`config.mk`:
```
export PLATFORM = sky130hd
export DESIGN_NAME = ata_pio_chs_sector_sequencer_top
export DESIGN_NICKNAME = d
export VERILOG_FILES = /design/src/hdl/aps_pkg.sv /design/src/hdl/aps_divider.sv /design/src/hdl/aps_datapath.sv /design/src/hdl/aps_controller.sv /design/src/hdl/ata_pio_chs_sector_sequencer_top.sv
export VERILOG_INCLUDE_DIRS = /design/src /design/src/hdl
export SDC_FILE = /design/constraint.sdc
export NUM_CORES = 1
export LEC_CHECK = 0
export BUFFER_PORTS_ARGS = -buffer_cell sky130_fd_sc_hd__buf_2
export CAP_MARGIN = 20
export CELL_PAD_IN_SITES_DETAIL_PLACEMENT = 0
export CELL_PAD_IN_SITES_GLOBAL_PLACEMENT = 1
export CORE_MARGIN = 2
export CORE_UTILIZATION = 40
export CTS_CLUSTER_DIAMETER = 30
export DETAILED_ROUTE_END_ITERATION = 16
export PLACE_DENSITY_LB_ADDON = 0.1
export SLEW_MARGIN = 20
export SYNTH_ARGS = -nofsm -noshare
export SYNTH_HDL_FRONTEND = slang
export SYNTH_SLANG_ARGS = --single-unit
export TNS_END_PERCENT = 100
```
`constraint.sdc`:
```
create_clock -name i_clk -period 2.7 [get_ports i_clk]
set_clock_uncertainty 0.1 [all_clocks]
set_input_delay 0.54 -clock i_clk [delete_from_list [all_inputs] [get_ports i_clk]]
set_output_delay 0.54 -clock i_clk [all_outputs]
set_load 0.02 [all_outputs]
```
`src/hdl/ata_pio_chs_sector_sequencer_top_assert.svh`:
```
// Assertion macros for the ATA PIO CHS sector sequencer
`ifndef ATA_PIO_CHS_SECTOR_SEQUENCER_TOP_ASSERT_SVH
`define ATA_PIO_CHS_SECTOR_SEQUENCER_TOP_ASSERT_SVH
// Implication checked on every clock edge outside reset
`define APS_ASSERT_IMP(lbl, clk, rst_n, ante, cons, msg) \
    lbl: assert property (@(posedge clk) disable iff (!rst_n) (ante) |-> (cons)) \
        else $error(msg);
// Next-cycle implication checked outside reset
`define APS_ASSERT_NXT(lbl, clk, rst_n, ante, cons, msg) \
    lbl: assert property (@(posedge clk) disable iff (!rst_n) (ante) |=> (cons)) \
        else $error(msg);
`endif

```
`src/hdl/aps_pkg.sv`:
```
// ----------------------------------------------------------------------------
// aps_pkg
// Shared types and constants of the ATA PIO CHS sector sequencer.
// ----------------------------------------------------------------------------
`default_nettype none
package aps_pkg;
    localparam int unsigned WORDS_PER_SECTOR = 256;
    localparam int unsigned WIDX_W = $clog2(WORDS_PER_SECTOR) + 1;
    localparam logic [31:0] BUS_BASE = 32'hb400_2000;
    localparam logic [7:0]  ST_BUSY  = 8'h80;
    localparam logic [7:0]  ST_DRQ   = 8'h08;
    localparam logic [7:0]  DEV_SEL  = 8'ha0;
    localparam logic [7:0]  CMD_READ = 8'h20;
    localparam logic [7:0]  CMD_WRITE = 8'h30;
    localparam logic [7:0]  POLL_RESET = 8'd100;

    // input actions
    localparam logic [1:0] ACT_START  = 2'd0;
    localparam logic [1:0] ACT_STATUS = 2'd1;
    localparam logic [1:0] ACT_DATA   = 2'd2;

    // result kinds
    localparam logic [2:0] K_BUS_WR  = 3'd0;
    localparam logic [2:0] K_BUS_RD  = 3'd1;
    localparam logic [2:0] K_WORD    = 3'd2;
    localparam logic [2:0] K_DONE    = 3'd3;
    localparam logic [2:0] K_TIMEOUT = 3'd4;

    // task-file register indexes
    localparam logic [2:0] R_DATA  = 3'd0;
    localparam logic [2:0] R_COUNT = 3'd2;
    localparam logic [2:0] R_SECT  = 3'd3;
    localparam logic [2:0] R_CYLL  = 3'd4;
    localparam logic [2:0] R_CYLH  = 3'd5;
    localparam logic [2:0] R_HEAD  = 3'd6;
    localparam logic [2:0] R_CMD   = 3'd7;

    // config register indexes
    localparam logic [1:0] CFG_HEADS = 2'd0;
    localparam logic [1:0] CFG_SPT   = 2'd1;
    localparam logic [1:0] CFG_POLL  = 2'd2;

    // controller to datapath
    typedef struct packed {
        logic start_div;   // begin CHS conversion
        logic emit;        // push one result
        logic [2:0] kind;
        logic [2:0] reg_idx;
        logic [2:0] src;   // data source select
        logic last;
    } t_dp_cmd;

    // datapath to controller
    typedef struct packed {
        logic div_done;
        logic out_free;
    } t_dp_status;

    // data source codes
    localparam logic [2:0] SRC_ZERO  = 3'd0;
    localparam logic [2:0] SRC_COUNT = 3'd1;
    localparam logic [2:0] SRC_SECT  = 3'd2;
    localparam logic [2:0] SRC_CYLL  = 3'd3;
    localparam logic [2:0] SRC_CYLH  = 3'd4;
    localparam logic [2:0] SRC_HEAD  = 3'd5;
    localparam logic [2:0] SRC_CMD   = 3'd6;
    localparam logic [2:0] SRC_WORD  = 3'd7;
endpackage
`default_nettype wire

```
`src/hdl/aps_divider.sv`:
```
// ----------------------------------------------------------------------------
// aps_divider
// Restoring divider, one quotient bit per cycle (28-bit by 8-bit).
// ----------------------------------------------------------------------------
`default_nettype none
module aps_divider (
    input  wire logic        i_clk,
    input  wire logic        i_rst_n,
    input  wire logic        i_start,
    input  wire logic [27:0] i_num,
    input  wire logic [7:0]  i_den,
    output logic             o_done,
    output logic [27:0]      o_quot,
    output logic [7:0]       o_rem
);
    logic [4:0]  r_cnt, n_cnt;
    logic        r_busy, n_busy;
    logic        r_done, n_done;
    logic [27:0] r_q, n_q;
    logic [8:0]  r_r, n_r;
    logic [8:0]  w_trial;

    always_comb begin
        n_cnt = r_cnt; n_busy = r_busy; n_done = 1'b0;
        n_q = r_q; n_r = r_r;
        w_trial = {r_r[7:0], r_q[27]};
        if (i_start) begin
            n_busy = 1'b1; n_cnt = 5'd0; n_q = i_num; n_r = 9'd0;
        end else if (r_busy) begin
            if (w_trial >= {1'b0, i_den}) begin
                n_r = w_trial - {1'b0, i_den};
                n_q = {r_q[26:0], 1'b1};
            end else begin
                n_r = w_trial;
                n_q = {r_q[26:0], 1'b0};
            end
            n_cnt = r_cnt + 5'd1;
            if (r_cnt == 5'd27) begin
                n_busy = 1'b0; n_done = 1'b1;
            end
        end
    end

    always_ff @(posedge i_clk) begin
        if (!i_rst_n) begin
            r_cnt <= '0; r_busy <= 1'b0; r_done <= 1'b0;
        end else begin
            r_cnt <= n_cnt; r_busy <= n_busy; r_done <= n_done;
        end
        r_q <= n_q; r_r <= n_r;
    end

    assign o_done = r_done;
    assign o_quot = r_q;
    assign o_rem  = r_r[7:0];
endmodule
`default_nettype wire

```
`src/hdl/aps_datapath.sv`:
```
// ----------------------------------------------------------------------------
// aps_datapath
// Geometry conversion (two divides on a shared divider) and result register.
// ----------------------------------------------------------------------------
`default_nettype none
`include "ata_pio_chs_sector_sequencer_top_assert.svh"
module aps_datapath (
    input  wire logic             i_clk,
    input  wire logic             i_rst_n,
    input  wire aps_pkg::t_dp_cmd i_cmd,
    output aps_pkg::t_dp_status   o_sts,
    input  wire logic [27:0]      i_sector,
    input  wire logic [7:0]       i_count_val,
    input  wire logic             i_direction,
    input  wire logic [15:0]      i_word,
    input  wire logic [4:0]       i_heads,
    input  wire logic [7:0]       i_spt,
    output logic                  o_valid,
    input  wire logic             i_ready,
    output logic [2:0]            o_kind,
    output logic [31:0]           o_bus_address,
    output logic [15:0]           o_bus_data,
    output logic                  o_last
);
    import aps_pkg::*;

    logic        r_div_start, n_div_start;
    logic        r_stage, n_stage;     // 0: lin/spt, 1: quot/hpc
    logic        r_cdone, n_cdone;
    logic [7:0]  r_sec, n_sec;
    logic [27:0] r_cyl, n_cyl;
    logic [3:0]  r_head, n_head;
    logic [27:0] w_num;
    logic [7:0]  w_den;
    logic        w_ddone;
    logic [27:0] w_quot;
    logic [7:0]  w_rem;
    logic [7:0]  w_spt, w_hpc;

    assign w_spt = (i_spt == 8'd0) ? 8'd1 : i_spt;
    assign w_hpc = (i_heads == 5'd0) ? 8'd1 : {3'd0, i_heads};
    assign w_num = r_stage ? r_cyl : i_sector;
    assign w_den = r_stage ? w_hpc : w_spt;

    aps_divider u_div (
        .i_clk(i_clk), .i_rst_n(i_rst_n), .i_start(r_div_start),
        .i_num(w_num), .i_den(w_den), .o_done(w_ddone), .o_quot(w_quot), .o_rem(w_rem)
    );

    // two-pass conversion sequence
    always_comb begin
        n_div_start = 1'b0; n_stage = r_stage; n_cdone = 1'b0;
        n_sec = r_sec; n_cyl = r_cyl; n_head = r_head;
        if (i_cmd.start_div) begin
            n_stage = 1'b0; n_div_start = 1'b1;
        end else if (w_ddone) begin
            if (!r_stage) begin
                n_sec = w_rem + 8'd1;
                n_cyl = w_quot;
                n_stage = 1'b1; n_div_start = 1'b1;
            end else begin
                n_head = w_rem[3:0];
                n_cyl = w_quot;
                n_cdone = 1'b1;
            end
        end
    end

    logic       r_valid;
    logic [2:0] r_kind;
    logic [31:0] r_addr;
    logic [15:0] r_data;
    logic       r_last;
    logic [15:0] w_src;

    always_comb begin
        case (i_cmd.src)
            SRC_ZERO:  w_src = 16'd0;
            SRC_COUNT: w_src = {8'd0, i_count_val};
            SRC_SECT:  w_src = {8'd0, r_sec};
            SRC_CYLL:  w_src = {8'd0, r_cyl[7:0]};
            SRC_CYLH:  w_src = r_cyl[23:8];
            SRC_HEAD:  w_src = {8'd0, DEV_SEL | {4'd0, r_head}};
            SRC_CMD:   w_src = {8'd0, i_direction ? CMD_WRITE : CMD_READ};
            SRC_WORD:  w_src = i_word;
            default:   w_src = 16'd0;
        endcase
    end

    always_ff @(posedge i_clk) begin
        if (!i_rst_n) begin
            r_div_start <= 1'b0; r_stage <= 1'b0; r_cdone <= 1'b0; r_valid <= 1'b0;
        end else begin
            r_div_start <= n_div_start; r_stage <= n_stage; r_cdone <= n_cdone;
            if (i_cmd.emit) r_valid <= 1'b1;
            else if (i_ready) r_valid <= 1'b0;
        end
        r_sec <= n_sec; r_cyl <= n_cyl; r_head <= n_head;
        // output register
        if (i_cmd.emit) begin
            r_kind <= i_cmd.kind;
            r_addr <= (i_cmd.kind == K_BUS_WR || i_cmd.kind == K_BUS_RD)
                      ? (BUS_BASE + {27'd0, i_cmd.reg_idx, 2'b00}) : 32'd0;
            r_data <= w_src;
            r_last <= i_cmd.last;
        end
    end

    assign o_sts.div_done = r_cdone;
    assign o_sts.out_free = !r_valid || i_ready;
    assign o_valid = r_valid;
    assign o_kind = r_kind;
    assign o_bus_address = r_addr;
    assign o_bus_data = r_data;
    assign o_last = r_last;

    `APS_ASSERT_IMP(a_no_overwrite, i_clk, i_rst_n, r_valid && !i_ready, !i_cmd.emit,
        "result overwritten while stalled")
    `APS_ASSERT_NXT(a_emit_valid, i_clk, i_rst_n, i_cmd.emit, r_valid,
        "emitted result not shown")
    `APS_ASSERT_IMP(a_start_idle, i_clk, i_rst_n, i_cmd.start_div, !r_div_start,
        "conversion restarted mid-flight")
endmodule
`default_nettype wire

```
`src/hdl/aps_controller.sv`:
```
// ----------------------------------------------------------------------------
// aps_controller
// Request, poll and word sequencing; emits one result per cycle at most.
// ----------------------------------------------------------------------------
`default_nettype none
`include "ata_pio_chs_sector_sequencer_top_assert.svh"
module aps_controller (
    input  wire logic               i_clk,
    input  wire logic               i_rst_n,
    input  wire logic               i_valid,
    output logic                    o_ready,
    input  wire logic [1:0]         i_action,
    input  wire logic [27:0]        i_linear_sector,
    input  wire logic [7:0]         i_sector_count,
    input  wire logic               i_is_write,
    input  wire logic [7:0]         i_status_byte,
    input  wire logic [15:0]        i_data_word,
    input  wire logic [7:0]         i_poll_limit,
    output aps_pkg::t_dp_cmd        o_cmd,
    input  wire aps_pkg::t_dp_status i_sts,
    output logic [27:0]             o_sector,
    output logic [7:0]              o_count_val,
    output logic                    o_direction,
    output logic [15:0]             o_word
);
    import aps_pkg::*;

    typedef enum logic [3:0] {
        S_IDLE, S_WAIT_BUSY, S_WAIT_DATA, S_WORDS,
        S_EMIT_RD7, S_EMIT_TO, S_CONV, S_TF, S_EMIT_WORD, S_FINISH
    } t_state;

    // protocol phase
    typedef enum logic [1:0] {P_IDLE, P_BUSY, P_DATA, P_WORDS} t_phase;

    t_state      r_state;
    t_phase      r_phase;
    logic [7:0]  r_polls;
    logic [WIDX_W-1:0] r_widx;
    logic [27:0] r_sector;
    logic [7:0]  r_left;
    logic [7:0]  r_cntv;
    logic        r_dir;
    logic [15:0] r_word;
    logic [2:0]  r_tf;        // task-file write step
    logic        r_end;       // item produced no further result
    t_dp_cmd     w_cmd;
    logic        w_acc;
    logic        w_wait;

    assign o_ready = (r_state == S_IDLE);
    assign w_acc = i_valid && o_ready;
    assign w_wait = (r_phase == P_BUSY) ? ((i_status_byte & ST_BUSY) != 8'd0)
                                        : ((i_status_byte & ST_DRQ) == 8'd0);

    always_comb begin
        w_cmd = '0;
        case (r_state)
            S_EMIT_RD7: begin
                w_cmd.emit = i_sts.out_free; w_cmd.kind = K_BUS_RD;
                w_cmd.reg_idx = r_phase == P_WORDS ? R_DATA : R_CMD;
                w_cmd.last = 1'b1;
            end
            S_EMIT_TO: begin
                // a write that times out on DRQ has nothing after the flag
                w_cmd.emit = i_sts.out_free; w_cmd.kind = K_TIMEOUT;
                w_cmd.last = (r_phase == P_WORDS) && r_dir;
            end
            S_TF: begin
                w_cmd.emit = i_sts.out_free; w_cmd.kind = K_BUS_WR;
                case (r_tf)
                    3'd0: begin w_cmd.reg_idx = R_COUNT; w_cmd.src = SRC_COUNT; end
                    3'd1: begin w_cmd.reg_idx = R_SECT;  w_cmd.src = SRC_SECT;  end
                    3'd2: begin w_cmd.reg_idx = R_CYLL;  w_cmd.src = SRC_CYLL;  end
                    3'd3: begin w_cmd.reg_idx = R_CYLH;  w_cmd.src = SRC_CYLH;  end
                    3'd4: begin w_cmd.reg_idx = R_HEAD;  w_cmd.src = SRC_HEAD;  end
                    default: begin w_cmd.reg_idx = R_CMD; w_cmd.src = SRC_CMD; end
                endcase
            end
            S_EMIT_WORD: begin
                w_cmd.emit = i_sts.out_free;
                w_cmd.kind = r_dir ? K_BUS_WR : K_WORD;
                w_cmd.reg_idx = R_DATA; w_cmd.src = SRC_WORD;
                w_cmd.last = r_end;
            end
            S_FINISH: begin
                w_cmd.emit = i_sts.out_free; w_cmd.kind = K_DONE; w_cmd.last = 1'b1;
            end
            default: w_cmd = '0;
        endcase
    end

    always_ff @(posedge i_clk) begin
        if (!i_rst_n) begin
            r_state <= S_IDLE; r_phase <= P_IDLE; r_polls <= '0; r_widx <= '0;
            r_sector <= '0; r_left <= '0; r_cntv <= '0; r_dir <= 1'b0;
            r_tf <= '0; r_end <= 1'b0;
        end else begin
            case (r_state)
                S_IDLE: begin
                    if (w_acc) begin
                        if (i_action == ACT_START) begin
                            r_sector <= i_linear_sector;
                            r_left <= (i_sector_count == 8'd0) ? 8'd1 : i_sector_count;
                            r_cntv <= (i_sector_count == 8'd0) ? 8'd0 : 8'd1;
                            r_dir <= i_is_write; r_widx <= '0;
                            r_phase <= P_BUSY; r_polls <= i_poll_limit;
                            r_state <= S_EMIT_RD7;
                        end else if (i_action == ACT_STATUS &&
                                     (r_phase == P_BUSY || r_phase == P_DATA)) begin
                            if (w_wait && r_polls != 8'd0) begin
                                r_polls <= r_polls - 8'd1;
                                r_state <= S_EMIT_RD7;
                            end else begin
                                if (r_phase == P_BUSY) begin
                                    r_state <= (r_polls == 8'd0) ? S_EMIT_TO : S_CONV;
                                end else begin
                                    r_phase <= P_WORDS; r_widx <= '0;
                                    if (r_polls == 8'd0) r_state <= S_EMIT_TO;
                                    else if (!r_dir) r_state <= S_EMIT_RD7;
                                end
                            end
                        end else if (i_action == ACT_DATA && r_phase == P_WORDS) begin
                            r_word <= i_data_word;
                            r_end <= (r_dir && r_widx != WIDX_W'(WORDS_PER_SECTOR - 1));
                            r_state <= S_EMIT_WORD;
                        end
                    end
                end
                S_EMIT_TO: if (i_sts.out_free) begin
                    if (r_phase == P_BUSY) r_state <= S_CONV;
                    else if (r_dir) r_state <= S_IDLE;
                    else r_state <= S_EMIT_RD7;
                end
                S_CONV: begin
                    // wait for the CHS result, launched on entry via start pulse
                    if (i_sts.div_done) begin
                        r_tf <= 3'd0; r_state <= S_TF;
                    end
                end
                S_TF: if (i_sts.out_free) begin
                    if (r_tf == 3'd5) begin
                        r_phase <= P_DATA; r_polls <= i_poll_limit;
                        r_state <= S_EMIT_RD7;
                    end else begin
                        r_tf <= r_tf + 3'd1;
                    end
                end
                S_EMIT_RD7: if (i_sts.out_free) r_state <= S_IDLE;
                S_EMIT_WORD: if (i_sts.out_free) begin
                    if (r_widx == WIDX_W'(WORDS_PER_SECTOR - 1)) begin
                        r_widx <= '0;
                        r_left <= r_left - 8'd1;
                        r_sector <= r_sector + 28'd1;
                        if (r_left != 8'd1) begin
                            r_phase <= P_BUSY; r_polls <= i_poll_limit;
                            r_state <= S_EMIT_RD7;
                        end else begin
                            r_phase <= P_IDLE; r_state <= S_FINISH;
                        end
                    end else begin
                        r_widx <= r_widx + 1'b1;
                        r_state <= r_dir ? S_IDLE : S_EMIT_RD7;
                    end
                end
                S_FINISH: if (i_sts.out_free) r_state <= S_IDLE;
                default: r_state <= S_IDLE;
            endcase
        end
    end

    // start pulse to the datapath when entering conversion
    logic r_conv_q;
    always_ff @(posedge i_clk) begin
        if (!i_rst_n) r_conv_q <= 1'b0;
        else r_conv_q <= (r_state == S_CONV);
    end

    always_comb begin
        o_cmd = w_cmd;
        o_cmd.start_div = (r_state == S_CONV) && !r_conv_q;
    end

    assign o_sector = r_sector;
    assign o_count_val = r_cntv;
    assign o_direction = r_dir;
    assign o_word = r_word;

    `APS_ASSERT_IMP(a_ready_no_emit, i_clk, i_rst_n, o_ready, !w_cmd.emit,
        "result emitted while accepting")
    `APS_ASSERT_IMP(a_widx_range, i_clk, i_rst_n, 1'b1,
        r_widx < WIDX_W'(WORDS_PER_SECTOR), "word index out of range")
    `APS_ASSERT_IMP(a_tf_range, i_clk, i_rst_n, r_state == S_TF, r_tf <= 3'd5,
        "task-file step out of range")
endmodule
`default_nettype wire

```
`src/hdl/ata_pio_chs_sector_sequencer_top.sv`:
```
// ----------------------------------------------------------------------------
// ata_pio_chs_sector_sequencer_top
// Host-side ATA PIO sequencer: start, status and data beats in, bus ops out.
// ----------------------------------------------------------------------------
// One input beat is taken at a time. The poll that ends the BSY wait runs the
// sector-to-CHS conversion on a shared bit-serial divider (two divides) and
// then emits the six task-file writes and a status read, one result per cycle
// while the output is not stalled. Results leave through a one-beat output
// register, so an output stall holds the sequence.
`default_nettype none
module ata_pio_chs_sector_sequencer_top (
    input  wire logic        i_clk,
    input  wire logic        i_rst_n,
    input  wire logic        i_cfg_we,
    input  wire logic [1:0]  i_cfg_index,
    input  wire logic [7:0]  i_cfg_data,
    input  wire logic        i_valid,
    output logic             o_ready,
    input  wire logic [1:0]  i_action,
    input  wire logic [27:0] i_linear_sector,
    input  wire logic [7:0]  i_sector_count,
    input  wire logic        i_is_write,
    input  wire logic [7:0]  i_status_byte,
    input  wire logic [15:0] i_data_word,
    output logic             o_valid,
    input  wire logic        i_ready,
    output logic [2:0]       o_kind,
    output logic [31:0]      o_bus_address,
    output logic [15:0]      o_bus_data,
    output logic             o_last
);
    import aps_pkg::*;

    logic [4:0] r_heads;
    logic [7:0] r_spt;
    logic [7:0] r_poll;

    // configuration registers
    always_ff @(posedge i_clk) begin
        if (!i_rst_n) begin
            r_heads <= 5'd1; r_spt <= 8'd1; r_poll <= POLL_RESET;
        end else if (i_cfg_we) begin
            case (i_cfg_index)
                CFG_HEADS: r_heads <= i_cfg_data[4:0];
                CFG_SPT:   r_spt <= i_cfg_data;
                CFG_POLL:  r_poll <= i_cfg_data;
                default:   r_poll <= r_poll;
            endcase
        end
    end

    t_dp_cmd     w_cmd;
    t_dp_status  w_sts;
    logic [27:0] w_sector;
    logic [7:0]  w_cntv;
    logic        w_dir;
    logic [15:0] w_word;

    aps_controller u_ctrl (
        .i_clk(i_clk), .i_rst_n(i_rst_n), .i_valid(i_valid), .o_ready(o_ready),
        .i_action(i_action), .i_linear_sector(i_linear_sector),
        .i_sector_count(i_sector_count), .i_is_write(i_is_write),
        .i_status_byte(i_status_byte), .i_data_word(i_data_word),
        .i_poll_limit(r_poll), .o_cmd(w_cmd), .i_sts(w_sts),
        .o_sector(w_sector), .o_count_val(w_cntv), .o_direction(w_dir), .o_word(w_word)
    );

    aps_datapath u_dp (
        .i_clk(i_clk), .i_rst_n(i_rst_n), .i_cmd(w_cmd), .o_sts(w_sts),
        .i_sector(w_sector), .i_count_val(w_cntv), .i_direction(w_dir), .i_word(w_word),
        .i_heads(r_heads), .i_spt(r_spt), .o_valid(o_valid), .i_ready(i_ready),
        .o_kind(o_kind), .o_bus_address(o_bus_address), .o_bus_data(o_bus_data),
        .o_last(o_last)
    );
endmodule
`default_nettype wire
```
==> results of run 1 <==
-- kinds of logic (layout without fill, tap and decap cells) --
| kind of cell | Yosys count | after routing | synth area share, % |
|---|---|---|---|
| fa+ha+maj | 24 | 24 | 2.83 |
| compound gates | 279 | 280 | 17.1 |
| simple gates | 408 | 408 | 17.9 |
| xor+xnor | 15 | 15 | 1.21 |
| buf+inv | 110 | 309 | 5.50 |
| mux | 66 | 66 | 6.08 |
| flops | 214 | 214 | 49.4 |
| other cells | 1 | 24 | 0.0345 |
-- cell usage in the layout, fill, tap and decap left out, drive strengths merged, types with 6 or more instances in the layout --
master | netlist | final
or3 | 6 | 6
nor2b | 8 | 8
mux2i | 66 | 66
ha | 23 | 23
dfxtp | 106 | 106
inv | 21 | 23
a311oi | 6 | 6
and2 | 8 | 8
nor3 | 38 | 38
a21oi | 103 | 103
xnor2 | 9 | 9
conb | 1 | 24
nor4 | 9 | 9
buf | 59 | 180
nor2 | 161 | 161
o31ai | 13 | 13
clkinv | 0 | 12
a22oi | 18 | 18
and3 | 15 | 15
nand3 | 32 | 32
nand4 | 10 | 10
clkbuf | 30 | 69
o211ai | 10 | 10
xor2 | 6 | 6
edfxtp | 108 | 108
nand2b | 7 | 7
bufinv | 0 | 11
a211oi | 18 | 18
a31oi | 10 | 10
nand2 | 87 | 87
clkinvlp | 0 | 14
o21ai | 43 | 44
-- power groups by stage --
stage | Clock, mW | Sequential, mW | Combinational (mW)
after CTS | 7.27 | 4.41 | 4.21
after global routing | 7.44 | 4.48 | 4.72
final | 7.16 | 4.41 | 4.24
after global placement | 0 | 4.45 | 4.15
after detailed placement | 0 | 4.46 | 4.17
after floorplan | 0 | 4.59 | 2.79
-- through the flow --
| stage | hold WS [ps] | setup WS [ps] |
|---|---|---|
| after floorplan | 322 | 62.5 |
| after global placement | 332 | -64.3 |
| after detailed placement | 336 | -88.7 |
| after CTS | 34.8 | 37.3 |
| after global routing | 33.9 | -11.9 |
| final | 51.9 | 102 |
-- layer usage --
| layer | GRT usage (%) | up-vias | wire length (microns) |
|---|---|---|---|
| met5 | 0 | - | 0 |
| met4 | 7.83 | 0 | 743 |
| met3 | 3.65 | 61 | 1350 |
| met2 | 34.3 | 235 | 14100 |
| met1 | 29.1 | 4324 | 14200 |
| li1 | - | 4470 | - |
-- worst max path at each step --
stage,endpoint,slack [ps],cells after the start
global route,u_dp.u_div.r_r[7],-10,8
global placement,u_dp.u_div.r_r[6],-60,12
detailed placement,u_dp.u_div.r_r[6],-90,12
floorplan,u_ctrl.o_word[0],60,6
finish,o_ready,100,4
CTS,u_dp.u_div.r_r[5],40,11
-- layout make-up --
class	count	area (sq um)	share of cell area (%)
Clock buffer	69	1540	10.9
Clock inverter	39	520	3.68
Inverter	21	78.8	0.557
Multi-Input combinational cell	817	5090	36.0
Sequential cell	214	5370	37.9
Tap cell	341	427	3.02
Timing Repair Buffer	180	1120	7.94
-- state kept, by name (all words and copies together), names as in the netlist, 5 cells and up --
register and flops:
u_dp.o_bus_data 16, r_poll 8, u_dp.r_sec 8, r_spt 8
u_ctrl.o_sector 28, u_dp.u_div.r_r 8, u_ctrl.r_left 8, u_ctrl.o_word 16
u_ctrl.r_polls 8, u_ctrl.r_widx 9, u_dp.u_div.r_cnt 5, u_dp.u_div.o_quot 28
r_heads 5, u_dp.r_cyl 28
-- what timing repair did --
| item | 4_1_cts | 5_1_grt |
|---|---|---|
| setup buffers | 1 | 2 |
| gates cloned | 0 | 1 |
| pin swaps | 2 | 9 |
| gates resized for setup | 3 | 12 |
| endpoints found under the setup margin | 1 | 13 |
-- worst max-delay path: cells and delay by family, from the launching register on --
family / cells / cell delay, ps
AND/OR/NAND/NOR: 1 / 560
buffers and inverters: 3 / 470
flip-flops: 1 / 370
==> results_dict.tcl, run 1 <==
set metrics [dict create \
    p_leak_nw 5.53 \
    io_pins 132 \
    grt_overflow 0 \
    crit_path_start_kind "flop" \
    p_total_mw 15.8 \
    place_inst 1569 \
    whs_path_depth 1 \
    dieArea_sq_um 28500 \
    gp_congestion 0.822 \
    power_frac_comb_pct 26.8 \
    hold_end "u_ctrl.o_word[7]" \
    portBuffers 101 \
    intPower_mw 10.7 \
    finish.utilization_pct 52.8 \
    max_cap_viol_count 0 \
    ys_seq_area_share_pct 49.4 \
    design.core.area_sq_um 26800 \
    rows 60 \
    clockRootBuffer "clkbuf_16" \
    rrSetupSlack_ps 170 \
    netlist_area_sq_um 10900 \
    clkSinkCount 214 \
    die_width_microns 169 \
    cts_hold_buffers 0 \
    numCtsBuffers 58 \
    r2r_end "u_dp.u_div.r_r[1]" \
    fmax_mhz 385 \
    ir_drop_mv 0.537 \
    ys_warn_count 0 \
    min_period_ps 2600 \
    routed_wl_mm 30.4 \
    critical_path.slowest_cell "or4_4" \
    maxSlewViolCount 0 \
    viasPerCell 5.41 \
    dr.pass1.iters 5 \
    pwr-share-clk_pct 45.3 \
    critPathMaxFanout 7 \
    end_kind "output port" \
    fillCellCount 2465 \
    synth.distinct_cells 80 \
    stdcell_area_sq_um 14100 \
    cts_tree "done" \
    hp-start "i_data_word[7]" \
    fin_cells 1681 \
    first_global_vias 8900 \
    synth_most_common_cell "nor2_1" \
    wl_per_cell_microns 18.1 \
    p_per_area_nw_per_um2 1120 \
    diodes 0 \
    grt_pass1_wl_mm 48.5 \
    ctsHtreeMaxLevel 2 \
    r2r_cells 11 \
    hpwlAfterDp_mm 21.3 \
    hp-class "in2reg" \
    status "completed" \
    async_flop_share_pct 0 \
    ys.flop_type "edfxtp_1" \
    nNetsFinal 1394 \
    power.switching_mw 5.09 \
    area_delta_synth_final_pct 30.2 \
    yosysTopAreaCell "edfxtp_1" \
    place_area_sq_um 12000 \
    worstPathRequired_ps 2060 \
    start_util_pct 40.6 \
    antenna_found_initial 0 \
    finalHoldViolations 0 \
    syn_avg_cell_area_sq_um 9.73 \
    setup_violations 0 \
    ant_nets 0 \
    finalCritPeriodShare_pct 96.2 \
    grt_start_max_net_pins 47 \
    timing.rr.start "r_spt[6]" \
    worstPathCellList "buf_4, or4_4, inv_2, buf_2" \
    clock_path_buffers 3 \
    track_usage_pct 21.4 \
    netlist.area_leader.share_pct 29.8 \
    drc 0 \
    clk_latency_ps 560 \
    path_clk_slew_ps 40 \
    die_height_microns 169 \
    synthTopCellsByCount "nor2_1, edfxtp_1, dfxtp_1" \
    relSlewSlack_pct 50.6 \
    crit_type "reg2out" \
    critPathMaxStageDelay_ps 560 \
    yosys-top-cells-area "edfxtp_1, dfxtp_1, mux2i_1, nor2_1, a21oi_1" \
    swShare_pct 32.2 \
    syn_inst 1117 \
    worst_slew_pin_slew_ps 740 \
    drt_iter0_drc 655 \
    startpoint "u_ctrl.r_state[0]" \
    seq_power_share_pct 27.9 \
    drive_gt1_share_pct 24.5 \
    synth_edf_count 108 \
    vias 9090 \
    worstPathArrival_ps 1960 \
    ys_ff_latch 214 \
    tns_ps 0 \
]
(Power assumes the default switching activity.)
==> run 2: changes to the inputs <==
- BUFFER_PORTS_ARGS: -buffer_cell sky130_fd_sc_hd__buf_2 -> unset
- DONT_BUFFER_PORTS: unset -> 1
==> run 2 against run 1 <==
Design area shrank 3.0%; sequential power grew 6.1%; via count shrank 3.9%; core utilization shrank 1.6 points; fmax grew 1.3%; largest power group unchanged; global-route usage shrank 0.36 points.
==> results_dict.tcl, run 2 (synthesis results as in run 1) <==
set metrics [dict create \
    max_cap_viol_count 0 \
    track_usage_pct 21.0 \
    nNetsFinal 1302 \
    io_pins 132 \
    hold_end "u_ctrl.r_widx[8]" \
    critPathMaxFanout 15 \
    swShare_pct 31.8 \
    ctsHtreeMaxLevel 2 \
    design.core.area_sq_um 26800 \
    rsz0062_at_grt "yes" \
    portBuffers 0 \
    r2r_cells 6 \
    first_global_vias 8498 \
    clk_latency_ps 570 \
    path_clk_slew_ps 40 \
    dr.pass1.iters 5 \
    gp_congestion 0.795 \
    critPathMaxStageDelay_ps 750 \
    cts_tree "done" \
    p_per_area_nw_per_um2 1130 \
    setup_violations 0 \
    die_width_microns 169 \
    hp-start "i_rst_n" \
    ant_nets 0 \
    fmax_mhz 390 \
    fin_hold_ws_ps 15.4 \
    power_frac_comb_pct 24.0 \
    crit_type "reg2reg" \
    whs_path_depth 2 \
    layout_common_cells "nor2_1, edfxtp_1, dfxtp_1" \
    area_delta_synth_final_pct 26.2 \
    clock_path_buffers 3 \
    seq_power_share_pct 30.2 \
    hpwlAfterDp_mm 20.7 \
    finalHoldViolations 0 \
    clockRootBuffer "clkbuf_16" \
    grt_pass1_wl_mm 47.2 \
    critical_path.slowest_cell "or4b_4" \
    worst_slew_pin_slew_ps 782 \
    finalCritPeriodShare_pct 95.0 \
    dieArea_sq_um 28500 \
    grt_overflow 0 \
    vias 8735 \
    rows 60 \
    drive_gt1_share_pct 16.4 \
    ir_drop_mv 0.556 \
    start_util_pct 40.6 \
    drc 0 \
    die_height_microns 169 \
    power.switching_mw 4.93 \
    routed_wl_mm 30.2 \
    crit_path_start_kind "flop" \
    end_kind "flop" \
    worstPathRequired_ps 3030 \
    timing.rr.start "u_ctrl.r_state[0]" \
    p_leak_nw 5.19 \
    numCtsBuffers 59 \
    worstPathArrival_ps 2900 \
    wl_per_cell_microns 18.9 \
    clkSinkCount 214 \
    hp-class "in2reg" \
    status "completed" \
    r2r_end "u_ctrl.r_left[0]" \
    relSlewSlack_pct 47.9 \
    viasPerCell 5.48 \
    pwr-share-clk_pct 45.8 \
    worstPathCellList "or4b_4, a21o_4, nand3_2, buf_4, nor3_1, o31a_1" \
    antenna_found_initial 4 \
    drt_iter0_drc 716 \
    min_period_ps 2560 \
    intPower_mw 10.6 \
    grt_start_max_net_pins 55 \
    tns_ps 0 \
    maxSlewViolCount 0 \
    rrSetupSlack_ps 140 \
    final_common_cell "nor2_1" \
]
## run 2: changes by cell type in the layout (fill, tap and decap cells not counted), sizes merged
cell	change
inv	+5
clkbuf	+9
bufinv	-2
clkinvlp	-12
clkinv	+2
o21ai	-1
buf	-111
diode	+4
dlygate4sd3	+19
## run 2: final cells by class
type / instances / area, sq um
well taps: 341 / 427
clock inverters: 32 / 410
flip-flops and latches: 214 / 5370
fillers: 2479 / 13100
inverters: 21 / 78.8
repair buffers: 88 / 746
multi-input cells: 816 / 5040
diodes: 4 / 10.0
clock buffers: 78 / 1640
## run 2: through the flow
| step | setup WS (ps) | power, mW | instances | util (%) | cell area (sq um) |
|---|---|---|---|---|---|
| floorplan | 62.5 | 7.38 | 1140 | - | 11000 |
| global route | -12.4 | 16.3 | 1592 | 51.2 | 13700 |
| CTS | 36.7 | 15.6 | 1589 | 51.0 | 13700 |
| finish | 135 | 15.5 | 1594 | 51.2 | 13700 |
| global placement | -12.5 | 8.41 | 1460 | 42.7 | 11400 |
| detailed placement | -42.6 | 8.41 | 1460 | 42.7 | 11400 |
## run 2: critical path: cells and delay by family (launching register included)
family                 cells  cell delay, ps
buffers and inverters      1             250
DFF                        1             440
and+or+nand+nor            3            1110
AOI/OAI and AO/OA          2             540
## run 2: how the worst max path moves through the flow
stage | startpoint | end | slack (ps) | cells past startpoint
floorplan | u_ctrl.r_state[3] | u_ctrl.o_word[0] | 60 | 6
global placement | r_spt[3] | u_dp.u_div.r_r[6] | -10 | 12
detailed placement | r_spt[3] | u_dp.u_div.r_r[6] | -40 | 12
CTS | r_spt[3] | u_dp.u_div.r_r[6] | 40 | 12
global route | r_spt[6] | u_dp.u_div.r_r[6] | -10 | 12
finish | u_ctrl.r_state[0] | u_ctrl.r_left[0] | 140 | 6
## run 2: timing repair
action	CTS	global route
hold buffers	19	0
resized for setup	1	6
setup endpoints to repair	1	17
pin swaps	0	8
setup buffers	0	1
endpoints found under the hold margin	22	0
## run 2: power by group through the flow
stage	sequential [mW]	clock, mW	combinational [mW]
after CTS	4.68	7.18	3.72
after global routing	4.74	7.37	4.17
after floorplan	4.59	0	2.79
after global placement	4.73	0	3.68
final	4.68	7.10	3.71
after detailed placement	4.73	0	3.68
## run 2: metal layers
metal,global-route usage [%],up-vias,part of all wire (%)
li1,-,4300,-
met1,27.9,4175,47
met2,33.8,207,46
met3,4.93,53,5.0
met4,6.90,0,2.4
met5,0,-,0
==> run 3: changes to the inputs <==
- CORE_MARGIN: 2 -> unset
- CTS_BUF_LIST: unset -> sky130_fd_sc_hd__clkbuf_8
- CTS_CLUSTER_DIAMETER: 30 -> unset
==> run 3 against run 2 <==
Combinational power about the same; global-route usage rose by 0.31 points; design area down 10%; via count fell by 2.0%; highest routed layer unchanged; routed wire length decreased by 1.7%; core utilization down 4.4 points.
==> results_dict.tcl, run 3 (synthesis results as in run 1) <==
set metrics [dict create \
    worstPathRequired_ps 3030 \
    crit_buf_inv 1 \
    crit_path_start_kind "flop" \
    relSlewSlack_pct 45.9 \
    clk_latency_ps 550 \
    r2r_cells 12 \
    multi_input_comb_area_sq_um 5070 \
    r2r_end "u_dp.u_div.r_r[6]" \
    critical_path.slowest_cell "fa_2" \
    hp-class "in2reg" \
    end_kind "flop" \
    antenna_found_initial 1 \
    routed_wl_mm 29.7 \
    drive_gt1_share_pct 13.2 \
    rrSetupSlack_ps 140 \
    cp_top_family "compound AO/OA/AOI/OAI gates" \
    hp-start "i_rst_n" \
    rows 59 \
    fin_hold_ws_ps 36.0 \
    max_cap_viol_count 0 \
    io_pins 132 \
    worstPathCellList "nor4_2, a211oi_1, a21oi_1, ha_2, inv_1, fa_2, a211oi_2, o21bai_1, a21oi_2, xnor2_1, mux2i_1, a211oi_1" \
    clockRootBuffer "clkbuf_8" \
    critPathMaxStageDelay_ps 340 \
    p_per_area_nw_per_um2 911 \
    whs_path_depth 1 \
    die_height_microns 167 \
    stdcell_area_sq_um 12300 \
    crit_type "reg2reg" \
    finalHoldViolations 0 \
    ir_drop_mv 0.447 \
    drc 0 \
    path_clk_slew_ps 60 \
    worstPathArrival_ps 2890 \
    grt_overflow 0 \
    start_util_pct 41.2 \
    nNetsFinal 1274 \
    cp_common_cell "a211oi_1" \
    die_width_microns 167 \
    fmax_mhz 390 \
    dr.pass1.iters 5 \
    area_delta_synth_final_pct 13.5 \
    numCtsBuffers 39 \
    maxSlewViolCount 0 \
    design.core.area_sq_um 26400 \
    setup_violations 0 \
    clkSinkCount 214 \
    finalCritPeriodShare_pct 95.0 \
    critPathMaxFanout 2 \
    p_total_mw 11.2 \
    gp_congestion 0.787 \
    viasPerCell 5.57 \
    finish.utilization_pct 46.8 \
    layout_common_cells "nor2_1, edfxtp_1, dfxtp_1" \
    grt_pass1_wl_mm 46.7 \
    ant_nets 0 \
    drt_iter0_drc 561 \
    seqCellArea_sq_um 5370 \
    first_global_vias 8194 \
    final_common_cell "nor2_1" \
    dieArea_sq_um 27800 \
    p_leak_nw 4.61 \
    timing.rr.start "r_spt[6]" \
    fillCellCount 2561 \
    hold_end "u_ctrl.o_sector[20]" \
    status "completed" \
    clock_path_buffers 3 \
    track_usage_pct 21.3 \
    cts_tree "done" \
    grt_start_max_net_pins 71 \
    hpwlAfterDp_mm 20.5 \
    ctsHtreeMaxLevel 2 \
    min_period_ps 2560 \
    vias 8563 \
    portBuffers 0 \
    wl_per_cell_microns 19.3 \
    place_area_sq_um 11400 \
    worst_slew_pin_slew_ps 812 \
]
==> run 3: worst max path at each step <==
stage / start / end / slack [ps] / cells after the start
finish: r_spt[6] / u_dp.u_div.r_r[6] / 140 / 12
global route: r_spt[6] / u_dp.u_div.r_r[3] / -30 / 12
CTS: r_spt[3] / u_dp.u_div.r_r[6] / 30 / 12
detailed placement: r_spt[3] / u_dp.u_div.r_r[6] / 20 / 12
global placement: r_spt[3] / u_dp.u_div.r_r[6] / 1 / 12
floorplan: u_ctrl.r_state[3] / u_ctrl.o_word[0] / 60 / 6
==> run 3: area by class of cell <==
type                       count  share of cell area, %
inverter                      21                  0.639
sequential                   214                   43.5
clock buffer                  45                   5.02
antenna                        1                 0.0203
clock inverter                25                  0.852
timing repair buffer          80                   5.52
multi-input combinational    816                   41.1
tap                          335                   3.40
==> run 3: what timing repair did <==
item	CTS	global route
buffers inserted	0	0
pin swaps	0	10
endpoints found under the hold margin	22	0
endpoints found under the setup margin	1	25
hold buffers	17	0
gates resized for setup	1	11
==> run 3: power by group <==
part | internal, mW | total, mW | switching [mW]
sequential | 4.00 | 4.66 | 0.654
combinational | 1.46 | 3.71 | 2.26
clock | 1.52 | 2.88 | 1.36
total | 6.98 | 11.2 | 4.27
==> run 3: per-layer routing <==
layer  wire length [microns]  GRT usage (%)  vias to the layer above
met4                     477           5.64                        0
met5                       0              0                        -
li1                        -              -                     4215
met3                    1420           3.61                       42
met2                   13700           34.1                      200
met1                   14000           29.7                     4106
==> run 3: through the flow <==
step                      instances  worst slack [ps]  TNS [ps]
after floorplan                1140              62.5         0
after global placement         1449              1.35         0
after detailed placement       1449              15.4         0
after CTS                      1536              32.4         0
after global routing           1536             -34.5      -147
final                          1537               135         0
